===== config.mk =====
export PLATFORM = sky130hd
export DESIGN_NAME = i2c_bus_clear_recovery_top
export DESIGN_NICKNAME = d
export VERILOG_FILES = /design/src/sv/i2cbc_pkg.sv /design/src/sv/i2cbc_regs.sv /design/src/sv/i2cbc_seq.sv /design/src/sv/i2c_bus_clear_recovery_top.sv
export SDC_FILE = /design/constraint.sdc
export NUM_CORES = 1
export LEC_CHECK = 0
export BUFFER_PORTS_ARGS = -buffer_cell sky130_fd_sc_hd__buf_2
export CORE_MARGIN = 3
export CORE_UTILIZATION = 45
export DETAILED_ROUTE_END_ITERATION = 8
export PLACE_DENSITY = 0.74
export SLEW_MARGIN = 20
export SYNTH_ARGS = -nofsm -noshare
export SYNTH_HDL_FRONTEND = slang
export SYNTH_SLANG_ARGS = --single-unit

===== constraint.sdc =====
create_clock -name clk -period 3.65 [get_ports clk]
set_input_delay 0.365 -clock clk [delete_from_list [all_inputs] [get_ports clk]]
set_output_delay 0.365 -clock clk [all_outputs]
set_load 0.05 [all_outputs]

===== src/sv/i2cbc_pkg.sv =====
package i2cbc_pkg;

  localparam int TIMER_BITS_DEF = 20;

  // register field widths
  localparam int SETTLE_W = 20;
  localparam int HALF_W   = 10;
  localparam int POLL_W   = 20;
  localparam int COUNT_W  = 8;
  localparam int LONG_W   = 20;  // widest tick count held in a register

  localparam int APB_DW = 32;
  localparam int APB_AW = 5;

  // register indexes, paddr[4:2]
  localparam logic [2:0] REG_SETTLE     = 3'd0;
  localparam logic [2:0] REG_HALF       = 3'd1;
  localparam logic [2:0] REG_POLL       = 3'd2;
  localparam logic [2:0] REG_MAX_POLLS  = 3'd3;
  localparam logic [2:0] REG_MAX_PULSES = 3'd4;

  // register reset values
  localparam logic [SETTLE_W-1:0] SETTLE_RST     = SETTLE_W'(100000);
  localparam logic [HALF_W-1:0]   HALF_RST       = HALF_W'(20);
  localparam logic [POLL_W-1:0]   POLL_RST       = POLL_W'(100000);
  localparam logic [COUNT_W-1:0]  MAX_POLLS_RST  = COUNT_W'(20);
  localparam logic [COUNT_W-1:0]  MAX_PULSES_RST = COUNT_W'(40);

  // outcome codes
  localparam logic [2:0] OC_OK       = 3'd0;
  localparam logic [2:0] OC_REPAIRED = 3'd1;
  localparam logic [2:0] OC_CLK_LOW  = 3'd2;
  localparam logic [2:0] OC_STRETCH  = 3'd3;
  localparam logic [2:0] OC_SDA_LOW  = 3'd4;

  localparam int IN_DW  = 8;
  localparam int OUT_DW = 16;

  typedef struct packed {
    logic [SETTLE_W-1:0] settle_ticks;
    logic [HALF_W-1:0]   half_period_ticks;
    logic [POLL_W-1:0]   poll_interval_ticks;
    logic [COUNT_W-1:0]  max_stretch_polls;
    logic [COUNT_W-1:0]  max_clock_pulses;
  } cfg_t;

  typedef struct packed {
    logic [COUNT_W-1:0] pulse_total;
    logic [2:0]         outcome;
    logic               finished;
    logic               busy_res;
    logic               sda_pull_low;
    logic               scl_pull_low;
  } result_t;

endpackage


===== src/sv/i2cbc_regs.sv =====
module i2cbc_regs (
  input  logic                         clk,
  input  logic                         rst,
  input  logic                         psel,
  input  logic                         penable,
  input  logic                         pwrite,
  input  logic [i2cbc_pkg::APB_AW-1:0] paddr,
  input  logic [i2cbc_pkg::APB_DW-1:0] pwdata,
  output logic [i2cbc_pkg::APB_DW-1:0] prdata,
  output i2cbc_pkg::cfg_t              cfg
);
  import i2cbc_pkg::*;

  logic [2:0] idx;
  logic       wr_en;

  assign idx   = paddr[4:2];
  assign wr_en = psel && penable && pwrite;

  always_ff @(posedge clk) begin
    if (rst) begin
      cfg.settle_ticks        <= SETTLE_RST;
      cfg.half_period_ticks   <= HALF_RST;
      cfg.poll_interval_ticks <= POLL_RST;
      cfg.max_stretch_polls   <= MAX_POLLS_RST;
      cfg.max_clock_pulses    <= MAX_PULSES_RST;
    end else if (wr_en) begin
      unique case (idx)
        REG_SETTLE:     cfg.settle_ticks        <= pwdata[SETTLE_W-1:0];
        REG_HALF:       cfg.half_period_ticks   <= pwdata[HALF_W-1:0];
        REG_POLL:       cfg.poll_interval_ticks <= pwdata[POLL_W-1:0];
        REG_MAX_POLLS:  cfg.max_stretch_polls   <= pwdata[COUNT_W-1:0];
        REG_MAX_PULSES: cfg.max_clock_pulses    <= pwdata[COUNT_W-1:0];
        default: ;
      endcase
    end
  end

  always_comb begin
    unique case (idx)
      REG_SETTLE:     prdata = APB_DW'(cfg.settle_ticks);
      REG_HALF:       prdata = APB_DW'(cfg.half_period_ticks);
      REG_POLL:       prdata = APB_DW'(cfg.poll_interval_ticks);
      REG_MAX_POLLS:  prdata = APB_DW'(cfg.max_stretch_polls);
      REG_MAX_PULSES: prdata = APB_DW'(cfg.max_clock_pulses);
      default:        prdata = '0;
    endcase
  end

endmodule


===== src/sv/i2cbc_seq.sv =====
module i2cbc_seq #(
  parameter int TIMER_BITS = i2cbc_pkg::TIMER_BITS_DEF
) (
  input  logic                 clk,
  input  logic                 rst,
  input  i2cbc_pkg::cfg_t      cfg,
  input  logic                 step,
  input  logic                 action,
  input  logic                 scl_level,
  input  logic                 sda_level,
  output i2cbc_pkg::result_t   res_next
);
  import i2cbc_pkg::*;

  localparam int LW = (TIMER_BITS > LONG_W) ? TIMER_BITS : LONG_W;

  typedef enum logic [2:0] {
    PH_IDLE, PH_SETTLE, PH_LOW, PH_HIGH, PH_STRETCH, PH_START, PH_STOP
  } phase_t;

  phase_t                phase, phase_next;
  logic [TIMER_BITS-1:0] wait_timer, wait_timer_next;
  logic [COUNT_W-1:0]    pulses_left, pulses_left_next;
  logic [COUNT_W-1:0]    polls_left, polls_left_next;
  logic [COUNT_W-1:0]    repair_tally, repair_tally_next;
  logic [2:0]            last_outcome, last_outcome_next;
  logic                  done_next;

  // wait of n ticks: load n-1, zero acts as one, saturate to timer width
  function automatic logic [TIMER_BITS-1:0] load_ticks(input logic [LONG_W-1:0] n);
    logic [LONG_W-1:0] nm1;
    logic [LW-1:0]     ext;
    nm1 = (n == '0) ? '0 : n - 1'b1;
    ext = LW'(nm1);
    if ((ext >> TIMER_BITS) != '0) return '1;
    else return ext[TIMER_BITS-1:0];
  endfunction

  logic [TIMER_BITS-1:0] half_load, poll_load, settle_load;
  assign half_load   = load_ticks(LONG_W'(cfg.half_period_ticks));
  assign poll_load   = load_ticks(cfg.poll_interval_ticks);
  assign settle_load = load_ticks(cfg.settle_ticks);

  always_comb begin
    phase_next        = phase;
    wait_timer_next   = wait_timer;
    pulses_left_next  = pulses_left;
    polls_left_next   = polls_left;
    repair_tally_next = repair_tally;
    last_outcome_next = last_outcome;
    done_next         = 1'b0;

    if (phase != PH_IDLE && wait_timer != '0) begin
      wait_timer_next = wait_timer - 1'b1;
    end else begin
      unique case (phase) inside
        PH_IDLE: begin
          if (action) begin
            phase_next      = PH_SETTLE;
            wait_timer_next = settle_load;
          end
        end
        PH_SETTLE: begin
          if (!scl_level) begin
            phase_next = PH_IDLE; wait_timer_next = '0;
            last_outcome_next = OC_CLK_LOW; done_next = 1'b1;
          end else if (sda_level) begin
            phase_next = PH_IDLE; wait_timer_next = '0;
            last_outcome_next = OC_OK; done_next = 1'b1;
          end else if (cfg.max_clock_pulses == '0) begin
            pulses_left_next = '0;
            phase_next = PH_IDLE; wait_timer_next = '0;
            last_outcome_next = OC_SDA_LOW; done_next = 1'b1;
          end else begin
            pulses_left_next = cfg.max_clock_pulses - 1'b1;
            phase_next       = PH_LOW;
            wait_timer_next  = half_load;
          end
        end
        PH_LOW: begin
          phase_next      = PH_HIGH;
          wait_timer_next = half_load;
        end
        PH_HIGH, PH_STRETCH: begin
          if (phase == PH_HIGH) begin
            repair_tally_next = repair_tally + 1'b1;
            polls_left_next   = cfg.max_stretch_polls;
          end else begin
            polls_left_next = polls_left - 1'b1;
          end
          if (scl_level) begin
            // clock is up: data free sends start/stop, else next pulse or SDA-low end
            if (sda_level) begin
              phase_next      = PH_START;
              wait_timer_next = half_load;
            end else if (pulses_left == '0) begin
              phase_next = PH_IDLE; wait_timer_next = '0;
              last_outcome_next = OC_SDA_LOW; done_next = 1'b1;
            end else begin
              pulses_left_next = pulses_left - 1'b1;
              phase_next       = PH_LOW;
              wait_timer_next  = half_load;
            end
          end else if (polls_left_next == '0) begin
            phase_next = PH_IDLE; wait_timer_next = '0;
            last_outcome_next = OC_STRETCH; done_next = 1'b1;
          end else begin
            phase_next      = PH_STRETCH;
            wait_timer_next = poll_load;
          end
        end
        PH_START: begin
          phase_next      = PH_STOP;
          wait_timer_next = half_load;
        end
        PH_STOP: begin
          phase_next = PH_IDLE; wait_timer_next = '0;
          last_outcome_next = OC_REPAIRED; done_next = 1'b1;
        end
        default: begin
          phase_next      = PH_IDLE;
          wait_timer_next = '0;
        end
      endcase
    end
  end

  always_ff @(posedge clk) begin
    if (rst) begin
      phase        <= PH_IDLE;
      wait_timer   <= '0;
      pulses_left  <= '0;
      polls_left   <= '0;
      repair_tally <= '0;
      last_outcome <= OC_OK;
    end else if (step) begin
      phase        <= phase_next;
      wait_timer   <= wait_timer_next;
      pulses_left  <= pulses_left_next;
      polls_left   <= polls_left_next;
      repair_tally <= repair_tally_next;
      last_outcome <= last_outcome_next;
    end
  end

  always_comb begin
    res_next.scl_pull_low = (phase_next == PH_LOW);
    res_next.sda_pull_low = (phase_next == PH_START);
    res_next.busy_res     = (phase_next != PH_IDLE);
    res_next.finished     = done_next;
    res_next.outcome      = last_outcome_next;
    res_next.pulse_total  = repair_tally_next;
  end

endmodule


===== src/sv/i2c_bus_clear_recovery_top.sv =====
// I2C bus clear / recovery sequencer for one open-drain bus.
//
// Input stream (s_*): one beat per time tick, carrying the start request
// and the sampled SCL/SDA levels. Output stream (m_*): exactly one beat
// per input beat, showing pin pulls and status after that tick.
// The result is registered as the input beat is taken, valid the next cycle.
// Throughput: one beat per cycle while the receiver keeps up; the sequencer state
// and the result register update in the same cycle the beat is accepted.
// s_tready is high whenever the result register is empty or is being
// drained this cycle, so a stalled receiver holds one finished beat and
// backs up the input side; nothing is dropped or repeated.
// Configuration: APB registers at byte offsets 0x00 settle, 0x04 half
// period, 0x08 poll interval, 0x0C max stretch polls, 0x10 max pulses.
// Write only while the sequencer is idle.
// Reset (rst, synchronous): registers return to defaults, sequencer idle,
// repair tally and last outcome cleared, output empty.
module i2c_bus_clear_recovery_top #(
  parameter int TIMER_BITS = i2cbc_pkg::TIMER_BITS_DEF
) (
  input  logic                          clk,
  input  logic                          rst,
  // APB config port
  input  logic                          psel,
  input  logic                          penable,
  input  logic                          pwrite,
  input  logic [i2cbc_pkg::APB_AW-1:0]  paddr,
  input  logic [i2cbc_pkg::APB_DW-1:0]  pwdata,
  output logic [i2cbc_pkg::APB_DW-1:0]  prdata,
  output logic                          pready,
  // tick stream in
  input  logic                          s_tvalid,
  output logic                          s_tready,
  input  logic [i2cbc_pkg::IN_DW-1:0]   s_tdata,  // [0] action, [1] scl_level,
                                                  // [2] sda_level, rest zero
  // status stream out
  output logic                          m_tvalid,
  input  logic                          m_tready,
  output logic [i2cbc_pkg::OUT_DW-1:0]  m_tdata   // [0] scl_pull_low,
                                                  // [1] sda_pull_low, [2] busy_res,
                                                  // [3] finished, [6:4] outcome,
                                                  // [14:7] pulse_total, [15] zero
);
  import i2cbc_pkg::*;

  cfg_t    cfg;
  result_t res_next;
  logic    step;

  assign pready   = 1'b1;
  assign s_tready = !m_tvalid || m_tready;
  assign step     = s_tvalid && s_tready;

  i2cbc_regs u_regs (
    .clk     (clk),
    .rst     (rst),
    .psel    (psel),
    .penable (penable),
    .pwrite  (pwrite),
    .paddr   (paddr),
    .pwdata  (pwdata),
    .prdata  (prdata),
    .cfg     (cfg)
  );

  i2cbc_seq #(.TIMER_BITS(TIMER_BITS)) u_seq (
    .clk       (clk),
    .rst       (rst),
    .cfg       (cfg),
    .step      (step),
    .action    (s_tdata[0]),
    .scl_level (s_tdata[1]),
    .sda_level (s_tdata[2]),
    .res_next  (res_next)
  );

  // output register: valid is control, data is payload
  always_ff @(posedge clk) begin
    if (rst) begin
      m_tvalid <= 1'b0;
    end else if (step) begin
      m_tvalid <= 1'b1;
    end else if (m_tready) begin
      m_tvalid <= 1'b0;
    end
  end

  always_ff @(posedge clk) begin
    if (step) begin
      m_tdata <= OUT_DW'(res_next);
    end
  end

endmodule


# After elaboration in Yosys (flattened, before gate mapping)
# Index checks and enable logic that the tools add are counted.
[word_totals]
n_memories = 0
register_bits = 132
output_inout_bits = 51
word_cells = 126
latchBits = 0
romBits = 0
inputBits = 52
mem_bits_rw = 0
[classes]
shifts = 0
muxes = 56
magnitude_cmp = 0
add_sub_neg = 8
n_eq_ne = 18
n_reduce_logical = 29
bitwise_logic = 1
mul = 0
div = 0
[ops]
columns = ["op", "n"]
rows = [
  ["$mux W20", 12],
  ["$pmux W20 S5", 1],
  ["$mux W8", 12],
  ["$pmux W20 S4", 1],
  ["$sub A20 B1 Y20 const B", 3],
  ["$mux W3", 15],
  ["$logic_not A20 Y1", 2],
  ["$logic_not A8 Y1", 3],
  ["$sub A8 B1 Y8 const B", 3],
  ["$reduce_bool A20 Y1", 1],
  ["$pmux W8 S2", 1],
  ["$eq A3 B2 Y1 const B", 5],
  ["$eq A3 B3 Y1 const B", 5],
  ["$pmux W3 S5", 1],
  ["$reduce_and A2 Y1", 6],
  ["$sub A10 B1 Y11 const B", 1],
  ["$logic_not A10 Y1", 1],
  ["$ne A2 B2 Y1 const B", 5],
  ["$mux W1", 9],
  ["$pmux W3 S3", 1],
  ["$add A8 B1 Y8 const B", 1],
  ["$reduce_and A8 Y1", 1],
  ["$eq A3 B1 Y1 const B", 2],
  ["$logic_not A3 Y1", 2],
  ["other kinds (11)", 18],
]

# Longest topological paths before layout
[depth]
word_depth = 10
ltp_mapped = 11
depth_no_buf = 9

# By module
# A second synthesis with hierarchy kept.
[unflattened]
cells_unflattened = 1088
area_unflattened_um2 = 8933.6
[modules_own_cells]
columns = ["mod", "seq_area_each_um2", "cells_per_inst", "n_inst", "area_each_um2"]
rows = [
  ["i2cbc_seq", 1001.0, 732, 1, 5178.7],
  ["i2cbc_regs", 1321.3, 332, 1, 3226.8],
  ["i2c_bus_clear_recovery_top", 470.5, 24, 1, 528.0],
]

# Least setup slack after synthesis
# No wires, ideal clock.
[synth_timing]
path_kind = "reg2reg"
start = "register u_seq.wait_timer[0]"
end = "register m_tdata[6] (netlist bit) (data pin)"
arrival_time_ns = 2.292
n_path_buf = 1
path_stages_with_launch = 10
setup_slack_ns = 1.101
path_cell_list = "dfxtp_1 inv_1 ha_1 nor3b_1 nand4_2 or2_1 buf_2 nor2_1 o221ai_1 a32o_1"
[synth_lines]
columns = ["item", "line", "rtl"]
rows = [
  ["start, declared", "i2cbc_seq.sv:22", "logic [TIMER_BITS-1:0] wait_timer, wait_timer_next;"],
  ["start signal, assigned", "i2cbc_seq.sv:138", "wait_timer <= wait_timer_next;"],
  ["end signal, assigned", "i2c_bus_clear_recovery_top.sv:89", "m_tdata <= OUT_DW'(res_next);"],
  ["end, declared", "i2c_bus_clear_recovery_top.sv:38", "output logic [i2cbc_pkg::OUT_DW-1:0] m_tdata"],
]

==> key figures <==
Global routing
  • Tot GR Track Use: 22.22%
  • GRT overflow: 0
  • Largest net degree at the start of global routing: between 70 and 80
  • Initial antenna violation count: 0
  • Global-route wire length before repair: 35820 um
  • Vias in the first global route: 6983

Cells and area
  • Ant. Diodes: 0
  • Final Net Count: approximately 1200
  • P&R area growth vs syn: 14.20%
  • Commonest non-fill, non-tap cells in the layout: nand2_1 (168), dfxtp_1 (117), nor2_1 (92)
  • Fillers: 1631
  • Fin cells: 1326
  • Commonest non-fill, non-tap cell in the layout: nand2_1
  • Share of cells above drive strength 1: between 10% and 20%

Clock tree
  • CTS max path bufs: 2
  • Clock Tree Root: clkbuf_16
  • Clock Latency Late Sink: between 0.4 and 0.5 ns
  • Post-CTS Setup Inserts: 0
  • Cts repair resizes: 0
  • Clk sink count: between 100 and 150
  • Htree depth: 4
  • CTS tree: done
  • Post-cts hold buffer count: 0
  • Num CTS Buffers: 17
  • Clock transition at the registers of the reported paths: ~0.060 ns

Timing
  • Period utilization: a little over four fifths
  • Max-slew violations: 0
  • FMAX: 329.3 MHz
  • Slew headroom: between 30% and 40%
  • Final setup violation count: 0
  • Tightest Pin Transition: around 0.9 ns
  • Final hold violations: 0
  • Fin Clk Skew: approximately 0.0099 ns
  • Fin Setup TNS: 0 ns
  • RSZ-0062 raised after global routing: false
  • Minimum clock period: ~3.0 ns

Synthesis
  • Top_reg_cell synth: dfxtp_1
  • Async SR Flop Fraction: 0%
  • Post-synth cell types: 73
  • Number of synthesized register bits: ~130
  • Mapped Area: between 8000 and 9000 sq um
  • Mapped Cells: about 1000
  • Seq/Total Area, Yosys: about a third
  • Post-synth EDFFs: 15
  • Synthesis Warnings: 0
  • Mean Syn Cell Area: between 7 and 8 sq um

Setup path
  • WS Path Type: flop to flop
  • Setup crit end kind: flop
  • Crit path DAT: ~3.2 ns
  • Required time worst endpoint: between 3 and 4 ns
  • CP max FO: 16
  • Crit path launch type: flop

Run
  • Max Cap Viol: 0

Status
  • Status: finished, final reports clean

Floorplan
  • Die height: about 140 um
  • Floorplan core area: roughly 17000 sq um
  • Die X-Extent: approximately 140 um
  • Starting Density: a little under half
  • Rows: 48
  • Die Area: roughly 20000 sq um
  • Top Ports: between 100 and 150

Place
  • GP Congestion: between 0.8 and 0.9
  • DP Cell Count: approximately 1300
  • IO Port Bufs: between 60 and 70
  • HPWL Detailed: ~16000 um

Route
  • DRC: 0
  • DRT Pass-1 Iters: 9
  • WL/cell: around 17 um
  • DR iter-0 viols: 691
  • Via count: ~7800
  • Vias per Instance: about 5.9
  • DRT antenna net count: 0
  • Final wirelength: 21950 um

Pwr
  • Maximum VDD drop: roughly 0.36 mV
  • PwrDens: 447.8 nW/um^2
  • P_leak: roughly 3.4 nW

Min path
  • HP Class: primary input to flop
-- where the power goes --
part | internal [mW] | switching [mW]
logic | 0.244 | 0.499
clock network | 1.09 | 0.705
registers | 1.52 | 0.0552
-- cells in the mapped netlist, types with 4 or more instances --
cell type / number / area (sq um)
nor3_2: 4 / 40.04
dfxtp_1: 117 / 2342
ha_1: 11 / 137.6
nor4_1: 21 / 131.4
nand2_1: 168 / 630.6
nor2_1: 92 / 345.3
a22oi_1: 8 / 60.06
clkbuf_1: 49 / 183.9
nand2b_1: 8 / 50.05
edfxtp_1: 15 / 450.4
o31ai_1: 9 / 67.56
o21ai_0: 60 / 300.3
or3_1: 20 / 125.1
a221o_1: 8 / 80.08
nand3b_1: 19 / 142.6
o22ai_1: 19 / 118.9
mux2i_1: 24 / 240.2
nor3b_1: 10 / 75.07
or4_1: 6 / 45.04
nand3_1: 21 / 105.1
nor3_1: 43 / 215.2
a221oi_1: 6 / 52.55
xnor2_1: 35 / 306.5
nor2b_1: 10 / 62.56
buf_2: 4 / 20.02
nand4_1: 6 / 37.54
and3_1: 4 / 25.02
inv_1: 25 / 93.84
a22o_1: 11 / 96.34
o21a_1: 4 / 30.03
xor2_1: 23 / 201.4
a211oi_1: 12 / 90.09
a211o_1: 5 / 43.79
o32ai_1: 5 / 43.79
a21oi_1: 80 / 400.4
buf_4: 14 / 105.1
-- metal layers --
metal | global-route usage (%) | wire (um)
met1 | 31.90 | 10290
met2 | 34.07 | 9785
met3 | 4.536 | 1499
met4 | 6.170 | 371
met5 | 0 | 0
-- worst paths after layout --
kind,slack (ns),depth (start not counted),from,to
max,0.61,7,u_seq.phase[2],m_tdata[0]
min,0.16,3,pwdata[10],u_regs.cfg[26]
max reg2reg,0.61,7,u_seq.phase[2],m_tdata[0]
min reg2reg,0.47,2,u_seq.polls_left[7],u_seq.polls_left[7]
-- layout make-up --
class | instances | area, sq um | share of cell area, %
multi-input cells | 824 | 4885 | 53.30
flip-flops and latches | 132 | 2793 | 30.47
repair buffers | 88 | 490.5 | 5.352
clock buffers | 19 | 464.2 | 5.065
well taps | 225 | 281.5 | 3.072
clock inverters | 13 | 157.7 | 1.720
inverters | 25 | 93.84 | 1.024
-- cell families after synthesis --
group	Yosys count	share of synthesized area, %
flip-flops	132	34.80
other	2	0.09358
AND/OR/NAND/NOR	453	27.56
AO/OA/AOI/OAI	262	21.06
adder cells (fa/ha/maj)	11	1.715
multiplexers	26	3.274
buffers and inverters	95	5.161
XOR/XNOR	58	6.330
-- state kept, by name, indices dropped and copies added, names as in the netlist --
| signal | flops |
|---|---|
| m_tdata | 15 |
| m_tvalid | 1 |
| u_regs.cfg | 66 |
| u_seq.last_outcome | 3 |
| u_seq.phase | 3 |
| u_seq.polls_left | 8 |
| u_seq.pulses_left | 8 |
| u_seq.repair_tally | 8 |
| u_seq.wait_timer | 20 |
-- critical path, cell delays in order, from the launching register on --
cell and delay (ns):
dfxtp_1 0.62, and3b_1 0.40, a41o_1 0.27, o32ai_1 0.53, nor3_2 0.21, o31ai_1 0.34, a22oi_1 0.19, and3b_1 0.23
-- metrics by stage --
step | area (sq um) | power [mW] | setup WS (ns) | hold slack [ns] | util, %
2_1_floorplan | 8070 | 2.157 | 1.101 | 0.4415 | -
4_1_cts | 9165 | 4.107 | 0.6541 | 0.1487 | 52.80
3_5_place_dp | 8543 | 2.329 | 0.6839 | 0.4608 | 49.22
6_report | 9165 | 4.104 | 0.6131 | 0.1559 | 52.80
3_3_place_gp | 8543 | 2.322 | 0.6920 | 0.4561 | 49.22
5_1_grt | 9165 | 4.264 | 0.3201 | 0.1609 | 52.80
(Power assumes the default switching activity.)
